[config.mk]
export PLATFORM = sky130hd
export DESIGN_NAME = fla_ram
export DESIGN_NICKNAME = d
export VERILOG_FILES = /design/src/sv/fla_ram.sv
export SDC_FILE = /design/constraint.sdc
export NUM_CORES = 1
export LEC_CHECK = 0
export BUFFER_PORTS_ARGS = -buffer_cell sky130_fd_sc_hd__buf_2
export CAP_MARGIN = 20
export CORE_MARGIN = 2
export CORE_UTILIZATION = 60
export CTS_CLUSTER_SIZE = 12
export DETAILED_ROUTE_END_ITERATION = 10
export HOLD_SLACK_MARGIN = 0.03
export PLACE_DENSITY = 0.84
export SYNTH_ARGS = -nofsm -noshare
export SYNTH_HDL_FRONTEND = slang
export SYNTH_SLANG_ARGS = --single-unit
[constraint.sdc]
create_clock -name clk -period 2.3 [get_ports clk]
set_input_delay 0.115 -clock clk [delete_from_list [all_inputs] [get_ports clk]]
set_output_delay 0.115 -clock clk [all_outputs]
set_load 0.02 [all_outputs]
[src/sv/fla_ram.sv]
// Generic single-write, single-read synchronous RAM with registered read data.
// No dependencies.
`timescale 1ns / 1ps
`default_nettype none
module fla_ram #(
	parameter int WIDTH = 8,
	parameter int DEPTH = 16
) (
	input  wire logic                     clk,
	input  wire logic                     we,
	input  wire logic [$clog2(DEPTH)-1:0] waddr,
	input  wire logic [WIDTH-1:0]         wdata,
	input  wire logic [$clog2(DEPTH)-1:0] raddr,
	output logic      [WIDTH-1:0]         rdata
);
	logic [WIDTH-1:0] mem [DEPTH];

	always_ff @(posedge clk) begin
		if (we) begin
			mem[waddr] <= wdata;
		end
		rdata <= mem[raddr];
	end
endmodule
`default_nettype wire

==> impl_metrics.ini <==
[timing]
worst_slew_pin_slew_ps = 764
max_slew_margin_pct = 48.9
setup-tns-final_ps = 0
final.min_clock_period_ps = 1440
rsz0062_at_grt = false
min_period_over_period_pct = 62.6
fmax_mhz = 695
clock_skew_ps = 7.24
setup_viol = 0
drv_slew = 0
hold_violations = 0

[grt]
grt_pass1_vias = 2675
grt_max_degree = 33
antenna_found_initial = 0
overflow = 0
grt_pass1_wl_um = 15600
grt_use_total_pct = 23.5

[clock_tree]
root_buffer = clkbuf_8
cts_tree = built
cts_max_path_buffers = 2
clkSinkCount = 136
cts_buffers = 17
clkLatencyLatePin_ps = 520
postCtsSetupRepairBufs = 0
cts-resized-gates = 0
postCtsHoldBufs = 8
clk_pin_slew_ps = 60
htreeDepth = 4

[power_and_ir_drop]
power.internal_uw = 5040
power_density_mw_per_mm2 = 995
swShare_pct = 18.8
power_uw = 6200
cellLeakagePower_uw = 0.00215
p_comb_share_pct = 4.6
vdd_ir_drop_max_mv = 0.959
p_seq_share_pct = 45.0
clock_power_share_pct = 50.4
power.switching_uw = 1160

[synthesis]
ys_seq_area_share_pct = 77.8
ys_dominant_reg_cell = edfxtp_1
synth_compound_gate_area_share_pct = 2.33
avgSynthCellArea_um2 = 22.5
synthAdderAreaFrac_pct = 0
syn_nets = 247
synth_area_mm2 = 0.00515
muxShareOfSynthArea_pct = 15.0
syn_inst = 229
synth.ff_latch_count = 136
synth-simple-area-share_pct = 3.18
synthXorXnorAreaFrac_pct = 0
synth_cell_types = 19
synth_top_family_by_area = multiplexers
async_reset_ff_share_pct = 0
ys_warn_count = 0
synth_enable_flop_cells = 128

[setup_path]
reg2reg_slack_ps = 860
max_stage_delay_ps = 530
path_class = reg2reg
crit_arrival_ps = 1840
rr_worst_depth = 3
path_buf_inv = 0
rr_endpoint = rdata[3]$_DFF_P_
crit_family = multiplexers
cp_data_required_time_ps = 2700
cp_max_fo = 1
endpoint_kind = flip-flop
path_cells = mux4_1, a22oi_1, nand2_1
start_kind = flip-flop
rr_startpoint = mem[2][3]$_DFFE_PP_
worst_path_max_delay_cell = mux4_1

[floorplanning]
start_util_pct = 62.3
ioPinCount = 26
core_mm2 = 0.00826
row_count = 33
die_w_um = 96.6
dieArea_mm2 = 0.00934
die_y_um = 96.6

[hold_path]
min_from = waddr[3]
hold_depth = 3
worstHoldPathType = in2reg
min_to = mem[3][4]$_DFFE_PP_

[flow_run]
maxCapViolCount = 0

[route]
dr.pass1.iters = 4
drt_iter0_markers = 361
drc = 0
dr_total_vias = 2545
wl_per_cell_um = 25.3
routed_wl_um = 10200
drtAntennaViolNets = 0
avgViaCountPerCell = 6.30

[finish]
final_cell_mix = 128 x edfxtp_1, 25 x buf_2, 18 x mux4_2, 16 x a22oi_1, 16 x clkbuf_16
utilization_pct = 75.5
mostFrequentLayoutCell = edfxtp_1
syn2layout_area_growth_pct = 21.1
antenna_cells = 0
nNetsFinal = 305
drive_gt1_share_pct = 30.1

[placed_design]
port_buffers = 25
place_congestion = 0.782
hpwl_um = 5720

[status]
status = finished, final reports clean
## power groups by stage
stage,Clock [uW],Combinational (uW),Sequential (uW)
global route,3260,304,2790
global placement,0,260,2830
floorplan,0,141,2850
finish,3130,284,2790
CTS,3160,285,2790
detailed placement,0,268,2840
## final cells by class
class	count	area [um^2]
Timing Repair Buffer	49	350
Clock buffer	20	445
Fill cell	428	2030
Sequential cell	136	4000
Tap cell	105	131
Multi-Input combinational cell	83	1060
Clock inverter	11	244
## sequential cells by signal, indices dropped and copies added, names as in the netlist
name / count
rdata: 8
mem: 128
## synthesized netlist by cell type, drive strengths merged, types with 2 or more instances
cell type	count	area share [%]
a22oi	16	2.3
buf	7	1.1
clkdlybuf4s25	3	0.58
dfxtp	8	3.1
edfxtp	128	75
mux4	32	15
nand2	9	0.66
nand2b	2	0.24
nand3b	2	0.29
nor2	13	0.95
nor3	4	0.39
## kinds of logic (layout without fill, tap and decap cells)
| kind of cell | count (synthesis) | after routing |
|---|---|---|
| AOI/OAI and AO/OA | 16 | 16 |
| DFF | 136 | 136 |
| buffers and inverters | 10 | 80 |
| and+or+nand+nor | 35 | 35 |
| muxes | 32 | 32 |
## layer usage
metal,global-route usage (%),routed length (um)
met3,6.21,1140
met5,0,0
met2,36.0,5050
met4,11.9,249
met1,31.9,3780
## worst max path at each step
stage	end	cells past startpoint	start
floorplan	mem[0][0]$_DFFE_PP_	2	waddr[2]
global placement	mem[2][3]$_DFFE_PP_	3	waddr[2]
detailed placement	mem[2][7]$_DFFE_PP_	3	waddr[2]
CTS	rdata[3]$_DFF_P_	3	mem[1][3]$_DFFE_PP_
global route	rdata[3]$_DFF_P_	3	mem[0][3]$_DFFE_PP_
finish	rdata[3]$_DFF_P_	3	mem[2][3]$_DFFE_PP_
## stage by stage
stage / worst slack [ps] / instance area (um^2) / instances / hold WS [ps]
floorplan: 692 / 5150 / 229 / 214
detailed placement: 574 / 5460 / 365 / 514
global route: 815 / 6230 / 404 / 116
CTS: 870 / 6230 / 404 / 82.9
finish: 861 / 6230 / 404 / 107
global placement: 645 / 5460 / 365 / 497
## worst register-to-register path: cells and delay by family (launching register included)
family	cells	cell delay, ps
muxes	1	530
and+or+nand+nor	1	90
AOI/OAI and AO/OA	1	320
DFF	1	390
No activity file was read; power rests on OpenSTA's default activity.
